===== src/hw/rtl/assert_macros.svh =====
// assertion macros used by the policy core rtl
`ifndef ASSERT_MACROS_SVH
`define ASSERT_MACROS_SVH

// property that must hold at every edge out of reset
`define SSBP_ASSERT(lbl, prop, msg) \
  lbl: assert property (@(posedge clk_i) disable iff (!rst_ni) (prop)) else $error(msg);

// antecedent implies consequent in the next cycle
`define SSBP_ASSERT_NEXT(lbl, ante, cons, msg) \
  lbl: assert property (@(posedge clk_i) disable iff (!rst_ni) (ante) |=> (cons)) \
    else $error(msg);

`endif


===== src/hw/rtl/ssbp_ram.sv =====
// generic single write, single read ram with registered read data
`timescale 1ns / 1ps
`default_nettype none
module ssbp_ram #(
  parameter int WIDTH = 8,
  parameter int DEPTH = 16
) (
  input  wire logic                     clk_i,
  input  wire logic                     we_i,
  input  wire logic [$clog2(DEPTH)-1:0] waddr_i,
  input  wire logic [WIDTH-1:0]         wdata_i,
  input  wire logic                     re_i,
  input  wire logic [$clog2(DEPTH)-1:0] raddr_i,
  output logic      [WIDTH-1:0]         rdata_o
);

  logic [WIDTH-1:0] mem_q [DEPTH];

  always_ff @(posedge clk_i) begin
    if (we_i) begin
      mem_q[waddr_i] <= wdata_i;
    end
    if (re_i) begin
      rdata_o <= mem_q[raddr_i];
    end
  end

endmodule
`default_nettype wire


===== config.mk =====
export PLATFORM = sky130hd
export DESIGN_NAME = ssbp_ram
export DESIGN_NICKNAME = d
export VERILOG_FILES = /design/src/hw/rtl/assert_macros.svh /design/src/hw/rtl/ssbp_ram.sv
export SDC_FILE = /design/constraint.sdc
export NUM_CORES = 1
export LEC_CHECK = 0
export ABC_AREA = 1
export BUFFER_PORTS_ARGS = -buffer_cell sky130_fd_sc_hd__buf_2
export CAP_MARGIN = 20
export CORE_ASPECT_RATIO = 1.2
export CORE_MARGIN = 4
export CORE_UTILIZATION = 35
export CTS_CLUSTER_SIZE = 24
export DETAILED_ROUTE_END_ITERATION = 10
export GPL_TIMING_DRIVEN = 0
export PLACE_DENSITY_LB_ADDON = 0.12
export SYNTH_ARGS = -nofsm -noshare
export SYNTH_HDL_FRONTEND = slang
export SYNTH_SLANG_ARGS = --single-unit

===== constraint.sdc =====
create_clock -name clk_i -period 3.2 [get_ports clk_i]
set_input_delay 0.32 -clock clk_i [delete_from_list [all_inputs] [get_ports clk_i]]
set_output_delay 0.32 -clock clk_i [all_outputs]
set_load 0.03 [all_outputs]

## Yosys cells after proc, flatten, opt, wreduce, memory -nomap -nowiden

Memories as Yosys holds them, arrays and structs flattened. A register that Yosys moved wholly into a read port is not among the register bits.
Cells that the tools add are included.
W data, S select, Z words.

| word-level totals | value |
|---|---|
| bits in registers | 0 |
| bits in writable memories | 128 |
| bits of input ports | 19 |
| output and inout bits | 8 |
| logic and storage cells | 3 |
| memories kept | 1 |

| cells by class | value |
|---|---|
| multiplexer cells | 2 |

Memory list:

| memory | words | width | rd ports | clocked after Yosys merged registers in | wr ports | RTL line | source |
|---|---|---|---|---|---|---|---|
| mem_q | 16 | 8 | 1 | 1 | 1 | ssbp_ram.sv:17 | `logic [WIDTH-1:0] mem_q [DEPTH];` |

Operators by type and width:

| cell | number |
|---|---|
| $mux W1 | 2 |

## Logic depth before layout (Yosys ltp)

Gate-level depths: netlist of run 1.

| depth | value |
|---|---|
| depth in word-level cells | 2 |
| gate-level depth with buffers | 8 |

## Worst setup path after synthesis of run 1

OpenSTA, ideal clock, no wires.

| path | value |
|---|---|
| path kind | input port to flip-flop |
| from | input port waddr_i[2] |
| to | memory mem_q[10][0] (enable) |
| arrival | 0.901 ns |
| slack | 1.929 ns |
| stages | 2 |
| cells stage by stage | nand3b_1 nor2_1 |

RTL lines:

| item | RTL line | source |
|---|---|---|
| from (decl) | ssbp_ram.sv:10 | `input wire logic [$clog2(DEPTH)-1:0] waddr_i,` |
| to (decl) | ssbp_ram.sv:17 |  |

Straight into the memory's write port.

## Worst setup path after layout of run 1

| path | value |
|---|---|
| from | input port waddr_i[0] |
| to | memory mem_q[12][5] (enable) |

Straight into the memory's write port.

==> flow_metrics.env, run 1 <==
export IMPL_drc=0
export IMPL_clock_sinks=136
export IMPL_final_nets=612
export IMPL_slew_violations=0
export IMPL_htree_levels=4
export IMPL_required_ns=3.23
export IMPL_antenna_found_initial=0
export IMPL_yosys_area_share_simple_pct=20.8
export IMPL_gr_usage_met3_pct=2.82
export IMPL_firstDrtPassIters=4
export IMPL_synth_most_common_cell="nand2_1"
export IMPL_gr_total_overflow=0
export IMPL_grtUsageTotal_pct=16.9
export IMPL_wl_um=15300
export IMPL_cap_violations=0
export IMPL_critPathKind="input port to flip-flop"
export IMPL_drt_initial_drc_count=313
export IMPL_dp_cells=786
export IMPL_ios=27
export IMPL_clk_pin_slew_ns=0.06
export IMPL_outcome="finished clean"
export IMPL_period_share_pct=45.1
export IMPL_n_fill_cell=1616
export IMPL_synth_seq_area_share_pct=69.8
export IMPL_port_buffers=23
export IMPL_endpoint_kind="flip-flop"
export IMPL_ys_types=11
export IMPL_p_comb_share_pct=6.5
export IMPL_multiInputGateArea_um2=1210
export IMPL_yosysWarnings=0
export IMPL_dp_hpwl_um=10300
export IMPL_global_route_usage_met1_pct=20.9
export IMPL_setup_tns_ns=0
export IMPL_synth_top_area_share_pct=69.8
export IMPL_fmax_mhz=693
export IMPL_powerDensity_nw_per_um2=632
export IMPL_final_setup_worst_slack_ns=1.76
export IMPL_grt_pass1_vias=3907
export IMPL_synth_edf_count=136
export IMPL_async_flop_share_pct=0
export IMPL_regToRegSetupSlack_ns=2.02
export IMPL_pwr_share_clk_pct=46.9
export IMPL_cts_hold_buf=0
export IMPL_post_cts_setup_buffer_count=0
export IMPL_synth_mux_area_share_pct=0
export IMPL_crit_chain="buf_2, inv_1, nand2_1, nor2_1"
export IMPL_pre_cts_slack_ns=1.30
export IMPL_clock_skew_final_ns=0.00895
export IMPL_drt_wirelength_per_cell_um=18.7
export IMPL_synthCells=551
export IMPL_worst_slew_pin_slew_ns=1.02
export IMPL_min_period_ns=1.44
export IMPL_synth_seq_cells=136
export IMPL_arrival_ns=1.47
export IMPL_cts_buffers=17
export IMPL_gr_usage_met2_pct=27.9
export IMPL_slowest_stage="nor2_1"
export IMPL_hp_class="input port to flip-flop"
export IMPL_die_x_um=126
export IMPL_synth_largest_area_cell="edfxtp_1"
export IMPL_gp_congestion=0.867
export IMPL_die_area_um2=18800
export IMPL_setup_violations=0
export IMPL_clk_latency_ns=0.41
export IMPL_synthAdderAreaFrac_pct=0
export IMPL_drive_above_1_share_pct=12.6
export IMPL_p_leak_nw=2.92
export IMPL_slowest_delay_ns=0.82
export IMPL_cts_tree="yes"
export IMPL_n_antenna_cell=0
export IMPL_vdd_drop_max_mv=0.316
export IMPL_total_power_w=0.00432
export IMPL_rsz0062_at_grt="no"
export IMPL_die_y_um=150
export IMPL_grt_max_degree=17
export IMPL_syn_num_nets=570
export IMPL_maxSlewHeadroom_pct=32.1
export IMPL_rows=51
export IMPL_register_area_um2=4080
export IMPL_ctsRootBufferMaster="clkbuf_16"
export IMPL_synth_compound_gate_area_share_pct=0
export IMPL_synth_common_cells="nand2_1 (173), edfxtp_1 (136), inv_1 (100)"
export IMPL_vias=3877
export IMPL_ant_nets=0
export IMPL_synthFlopType="edfxtp_1"
export IMPL_initial_utilization_pct=35.8
export IMPL_grt_pass1_wl_um=23000
export IMPL_cts_path_max_buffers=2
export IMPL_cp_max_fo=8
export IMPL_p_seq_share_pct=46.6
export IMPL_yosys_top_cells_area="edfxtp_1 (70%), nand2_1 (11%), nand3_1 (8.3%)"
export IMPL_synth_xor_area_share_pct=0
export IMPL_core_area_um2=16300
export IMPL_cp_start_kind="input port"
export IMPL_netlist_area_um2=5850
export IMPL_switching_share_pct=21.9
export IMPL_synth_area_per_cell_um2=10.6
export IMPL_switchingPower_w=0.000946
export IMPL_areaGrowthSynthToFinish_pct=16.9
export IMPL_post_cts_resized=0
export IMPL_internal_power_w=0.00338
export IMPL_hold_violations=0
export IMPL_synth_top_family_by_area="simple AND/OR/NAND/NOR gates"
export IMPL_vias_per_cell=4.75
export IMPL_top_usage_layer="met2"
export IMPL_final_cell_count_no_fill=817
==> cell type report <==
class                           instances  area share (%)
Multi-Input combinational cell        289            17.8
Buffer                                 24            2.43
Sequential cell                       136            59.7
Tap cell                              212            3.88
Clock buffer                           18            6.28
Timing Repair Buffer                   23            1.68
Clock inverter                         13            2.62
Inverter                              102            5.60
==> logic make-up (layout without fill, tap and decap cells) <==
| family | Yosys count | in the layout |
|---|---|---|
| and+or+nand+nor | 289 | 289 |
| DFF | 136 | 136 |
| buffers and inverters | 126 | 180 |
==> stage by stage <==
stage               area, µm²  utilization (%)  hold WS, ns
CTS                      6840             41.8        0.267
floorplan                5850                -        0.419
global placement         6230             38.1        0.696
global route             6840             41.8        0.265
detailed placement       6230             38.1        0.704
finish                   6840             41.8        0.276
==> cells in the final DEF, fill, tap and decap left out, types with 4 or more instances in the layout <==
cell type  instances
bufinv_16          4
buf_4              4
nand2_1          173
clkbuf_16         17
buf_6              6
buf_2             36
inv_1            100
nor2_1            17
edfxtp_1         136
nand3_1           97
==> final timing paths <==
| check | from | endpoint | cells past startpoint |
|---|---|---|---|
| worst max-delay path | waddr_i[0] | mem_q[12][5] | 4 |
| worst min-delay path | re_i | rdata_o[7] | 1 |
| worst max register to register | mem_q[0][3] | rdata_o[3] | 6 |
| worst min register to register | mem_q[10][6] | rdata_o[6] | 6 |
==> registers in the layout (all words and copies together), names as in the netlist <==
register,flops
rdata_o,8
mem_q,128
==> metal layers <==
metal,wire length [µm],vias up
li1,-,1863
met1,6380,1859
met2,7410,116
met3,777,39
met4,689,0
met5,0,-
==> worst max-delay path, delay by kind of cell <==
kind          cells  cell delay [ns]
buf+inv           2             0.17
simple gates      2             0.97
==> power by group through the flow <==
stage          logic, W  clock network (W)  registers (W)
2_1_floorplan  0.000141                  0        0.00207
6_report       0.000279            0.00203        0.00202
3_3_place_gp   0.000282                  0        0.00205
3_5_place_dp   0.000284                  0        0.00205
5_1_grt        0.000308            0.00213        0.00202
4_1_cts        0.000285            0.00206        0.00202
Power figures use the tool's default switching activity.
==> run 2, diff against run 1 <==
Clock period 3.2 ns to 1.2 ns, I/O delays scaled along.
==> flow_metrics.env, run 2 (synthesized netlist as in run 1, its figures left out) <==
export IMPL_cap_violations=0
export IMPL_slowest_stage="nor2_1"
export IMPL_layout_commonest_cell="nand2_1"
export IMPL_htree_levels=4
export IMPL_cts_tree="yes"
export IMPL_vias_per_cell=4.73
export IMPL_largest_reg_flops=128
export IMPL_clk_pin_slew_ns=0.06
export IMPL_reg_top3="mem_q (128), rdata_o (8)"
export IMPL_cts_hold_buf=0
export IMPL_fmax_mhz=846
export IMPL_required_ns=1.24
export IMPL_drive_above_1_share_pct=15.0
export IMPL_outcome="finished clean"
export IMPL_cp_start_kind="input port"
export IMPL_clk_latency_ns=0.42
export IMPL_die_x_um=126
export IMPL_ios=27
export IMPL_ant_nets=0
export IMPL_post_cts_setup_buffer_count=0
export IMPL_slowest_delay_ns=0.75
export IMPL_hp_class="input port to flip-flop"
export IMPL_initial_utilization_pct=35.8
export IMPL_dp_hpwl_um=10300
export IMPL_maxSlewHeadroom_pct=41.3
export IMPL_drt_wirelength_per_cell_um=18.7
export IMPL_clock_sinks=136
export IMPL_setup_tns_ns=0
export IMPL_slew_violations=0
export IMPL_largest_register="mem_q"
export IMPL_setup_violations=0
export IMPL_r2r_start="mem_q[15][4]"
export IMPL_die_y_um=150
export IMPL_wl_um=15300
export IMPL_cts_buffers=17
export IMPL_gp_congestion=0.867
export IMPL_powerDensity_nw_per_um2=1670
export IMPL_hold_violations=0
export IMPL_grt_pass1_wl_um=23000
export IMPL_drc=0
export IMPL_vias=3866
export IMPL_cts_path_max_buffers=2
export IMPL_final_nets=612
export IMPL_cp_max_fo=8
export IMPL_arrival_ns=1.22
export IMPL_total_power_w=0.0115
export IMPL_grt_max_degree=17
export IMPL_mostFrequentLayoutCells="nand2_1 (173), edfxtp_1 (136), inv_1 (100)"
export IMPL_critPathKind="input port to flip-flop"
export IMPL_drt_initial_drc_count=292
export IMPL_areaGrowthSynthToFinish_pct=18.1
export IMPL_rows=51
export IMPL_grtUsageTotal_pct=16.9
export IMPL_grt_pass1_vias=3916
export IMPL_n_antenna_cell=0
export IMPL_p_leak_nw=2.94
export IMPL_cp_startpoint="we_i"
export IMPL_antenna_found_initial=0
export IMPL_worst_slew_pin_slew_ns=0.877
export IMPL_crit_family="simple AND/OR/NAND/NOR gates"
export IMPL_gr_total_overflow=0
export IMPL_worstHoldStart="re_i"
export IMPL_rsz0062_at_grt="yes"
export IMPL_crit_chain="buf_2, nand3_1, nor2_1"
export IMPL_cp_num_buf_inv=1
export IMPL_firstDrtPassIters=4
export IMPL_endpoint_kind="flip-flop"
export IMPL_min_period_ns=1.18
export IMPL_core_area_um2=16300
export IMPL_vdd_drop_max_mv=0.850
export IMPL_period_share_pct=98.5
export IMPL_clock_skew_final_ns=0.00875
export IMPL_ctsRootBufferMaster="clkbuf_16"
export IMPL_die_area_um2=18800
export IMPL_port_buffers=23
run 2: metal layers:
layer / track usage [%] / share of wire [%] / vias to the layer above
met4: 10.1 / 4.0 / 0
met2: 27.8 / 48 / 117
li1: - / - / 1865
met3: 2.86 / 5.4 / 32
met1: 20.9 / 42 / 1852
met5: 0 / 0 / -
run 2: power by group:
group / internal (W) / leakage, nW / switching (W)
sequential: 0.00535 / 1.24 / 0.0000232
clock: 0.00345 / 0.291 / 0.00196
combinational: 0.000207 / 1.41 / 0.000557
total: 0.00901 / 2.94 / 0.00254
run 2: final timing paths:
| check | endpoint | slack (ns) | depth (start not counted) |
|---|---|---|---|
| max reg2reg | rdata_o[4] | 0.06 | 6 |
| min | rdata_o[7] | 0.07 | 1 |
| min reg2reg | rdata_o[6] | 0.75 | 6 |
| max | mem_q[14][4] | 0.02 | 3 |
run 2: per-stage QoR:
| stage | hold WS [ns] | setup slack, ns | instances | area [µm²] | util [%] |
|---|---|---|---|---|---|
| 6_report | 0.0747 | 0.0179 | 817 | 6900 | 42.3 |
| 2_1_floorplan | 0.219 | 0.129 | 551 | 5850 | - |
| 5_1_grt | 0.0651 | -0.0112 | 817 | 6900 | 42.3 |
| 4_1_cts | 0.0668 | 0.0155 | 817 | 6850 | 41.9 |
| 3_5_place_dp | 0.504 | -0.497 | 786 | 6230 | 38.1 |
| 3_3_place_gp | 0.496 | -0.458 | 786 | 6230 | 38.1 |
run 2: cell type report:
type                       instances  area (µm²)
clock buffer                      18         429
tap                              212         265
multi-input combinational        289        1280
sequential                       136        4080
inverter                         102         383
fill                            1617        9430
buffer                            24         166
clock inverter                    13         179
timing repair buffer              23         115
run 2: repair_timing:
item / CTS / global route
endpoints found under the hold margin: 0 / 0
gates resized for setup: 3 / 12
cloned: 0 / 0
setup endpoints to repair: 9 / 14
==> run 3, diff against run 2 <==
Settings changed: CTS_BUF_LIST set to sky130_fd_sc_hd__clkbuf_8, SETUP_SLACK_MARGIN set to 0.02.
==> flow_metrics.env, run 3 (synthesized netlist as in run 1, its figures left out) <==
export IMPL_drt_wirelength_per_cell_um=18.6
export IMPL_worst_slew_pin_slew_ns=0.862
export IMPL_regToRegSetupSlack_ns=0.05
export IMPL_core_area_um2=16300
export IMPL_outcome="finished clean"
export IMPL_post_cts_setup_buffer_count=0
export IMPL_worstHoldStart="re_i"
export IMPL_final_nets=612
export IMPL_cts_path_max_buffers=2
export IMPL_cts_buffers=17
export IMPL_required_ns=1.26
export IMPL_layout_commonest_cell="nand2_1"
export IMPL_cp_start_kind="input port"
export IMPL_reg_top3="mem_q (128), rdata_o (8)"
export IMPL_switchingPower_w=0.00235
export IMPL_clk_latency_ns=0.43
export IMPL_firstDrtPassIters=4
export IMPL_critPathKind="input port to flip-flop"
export IMPL_mostFrequentLayoutCells="nand2_1 (173), edfxtp_1 (136), inv_1 (101)"
export IMPL_powerDensity_nw_per_um2=1510
export IMPL_ios=27
export IMPL_gr_total_overflow=0
export IMPL_hp_class="input port to flip-flop"
export IMPL_dp_hpwl_um=10300
export IMPL_port_buffers=23
export IMPL_endpoint_kind="flip-flop"
export IMPL_final_cell_count_no_fill=817
export IMPL_pwr_share_clk_pct=39.5
export IMPL_p_leak_nw=2.87
export IMPL_cp_max_fo=8
export IMPL_cts_tree="yes"
export IMPL_internal_power_w=0.00779
export IMPL_n_antenna_cell=0
export IMPL_die_area_um2=18800
export IMPL_slew_violations=0
export IMPL_drt_initial_drc_count=319
export IMPL_rows=51
export IMPL_grt_max_degree=17
export IMPL_rsz0062_at_grt="yes"
export IMPL_arrival_ns=1.22
export IMPL_htree_levels=4
export IMPL_antenna_found_initial=0
export IMPL_areaGrowthSynthToFinish_pct=15.2
export IMPL_r2r_start="mem_q[15][4]"
export IMPL_pre_cts_slack_ns=-0.497
export IMPL_maxSlewHeadroom_pct=42.3
export IMPL_clock_skew_final_ns=0.0122
export IMPL_grt_pass1_wl_um=23100
export IMPL_rr_worst_depth=6
export IMPL_vdd_drop_max_mv=0.563
export IMPL_largest_reg_flops=128
export IMPL_largest_register="mem_q"
export IMPL_drive_above_1_share_pct=15.9
export IMPL_fmax_mhz=861
export IMPL_hold_depth=1
export IMPL_p_comb_share_pct=7.6
export IMPL_reg2reg_to="rdata_o[4]"
export IMPL_switching_share_pct=23.2
export IMPL_vias_per_cell=4.70
export IMPL_gr_usage_met2_pct=28.1
export IMPL_vias=3836
export IMPL_timing_hold_ws_ns=0.0617
export IMPL_initial_utilization_pct=35.8
export IMPL_final_core_util_pct=41.2
export IMPL_hold_violations=0
export IMPL_grtUsageTotal_pct=16.9
export IMPL_global_route_usage_met1_pct=21.0
export IMPL_gr_usage_met3_pct=3.25
export IMPL_p_seq_share_pct=52.9
export IMPL_cts_hold_buf=0
export IMPL_cap_violations=0
export IMPL_setup_violations=0
export IMPL_ctsRootBufferMaster="clkbuf_8"
export IMPL_total_power_w=0.0101
export IMPL_gp_congestion=0.867
export IMPL_clk_pin_slew_ns=0.08
export IMPL_die_x_um=126
export IMPL_die_y_um=150
export IMPL_min_period_ns=1.16
export IMPL_grt_pass1_vias=3923
export IMPL_final_setup_worst_slack_ns=0.0388
export IMPL_ant_nets=0
export IMPL_min_to="rdata_o[1]"
export IMPL_dp_cells=786
export IMPL_wl_um=15200
export IMPL_clock_sinks=136
export IMPL_drc=0
export IMPL_period_share_pct=96.8
export IMPL_top_usage_layer="met2"
==> run 3: metal layers <==
| metal | wire length (µm) | vias to the layer above | share of wire, % |
|---|---|---|---|
| met5 | 0 | - | 0 |
| met4 | 546 | 0 | 3.6 |
| met3 | 739 | 25 | 4.9 |
| met2 | 7480 | 105 | 49 |
| met1 | 6420 | 1845 | 42 |
| li1 | - | 1861 | - |
==> run 3: repair_timing <==
| action | 4_1_cts | 5_1_grt |
|---|---|---|
| resized for setup | 2 | 18 |
| gates cloned | 0 | 0 |
| pin swaps | 0 | 2 |
| endpoints found under the setup margin | 9 | 15 |
==> run 3: worst max path at each step <==
stage                           start      endpoint  cells past startpoint
after CTS                 mem_q[0][3]    rdata_o[3]                      6
after global routing      mem_q[7][6]    rdata_o[6]                      6
after global placement     waddr_i[0]  mem_q[12][6]                      4
after detailed placement   waddr_i[0]  mem_q[12][6]                      4
after floorplan            waddr_i[2]  mem_q[10][0]                      2
final                            we_i  mem_q[14][4]                      3
==> run 3: layout make-up <==
| type | instances | area [µm²] |
|---|---|---|
| repair buffers | 23 | 115 |
| fillers | 1643 | 9600 |
| well taps | 212 | 265 |
| clock buffers | 17 | 234 |
| plain buffers | 24 | 166 |
| flip-flops and latches | 136 | 4080 |
| clock inverters | 14 | 183 |
| inverters | 102 | 383 |
| multi-input cells | 289 | 1310 |
==> run 3: critical path: stages <==
cell	delay, ns
buf_2	0.11
nand3_1	0.25
nor2_1	0.74
==> run 3: power by group through the flow <==
stage               clock (W)  combinational (W)  sequential [W]
CTS                   0.00409           0.000761         0.00537
global route          0.00430           0.000850         0.00538
global placement            0           0.000751         0.00547
finish                0.00400           0.000771         0.00537
detailed placement          0           0.000756         0.00548
floorplan                   0           0.000375         0.00552
==> run 3: per-stage QoR <==
step / setup TNS [ns] / cell area, µm²
2_1_floorplan: 0 / 5850
4_1_cts: 0 / 6650
5_1_grt: 0 / 6740
6_report: 0 / 6740
3_3_place_gp: -39.79 / 6230
3_5_place_dp: -42.70 / 6230
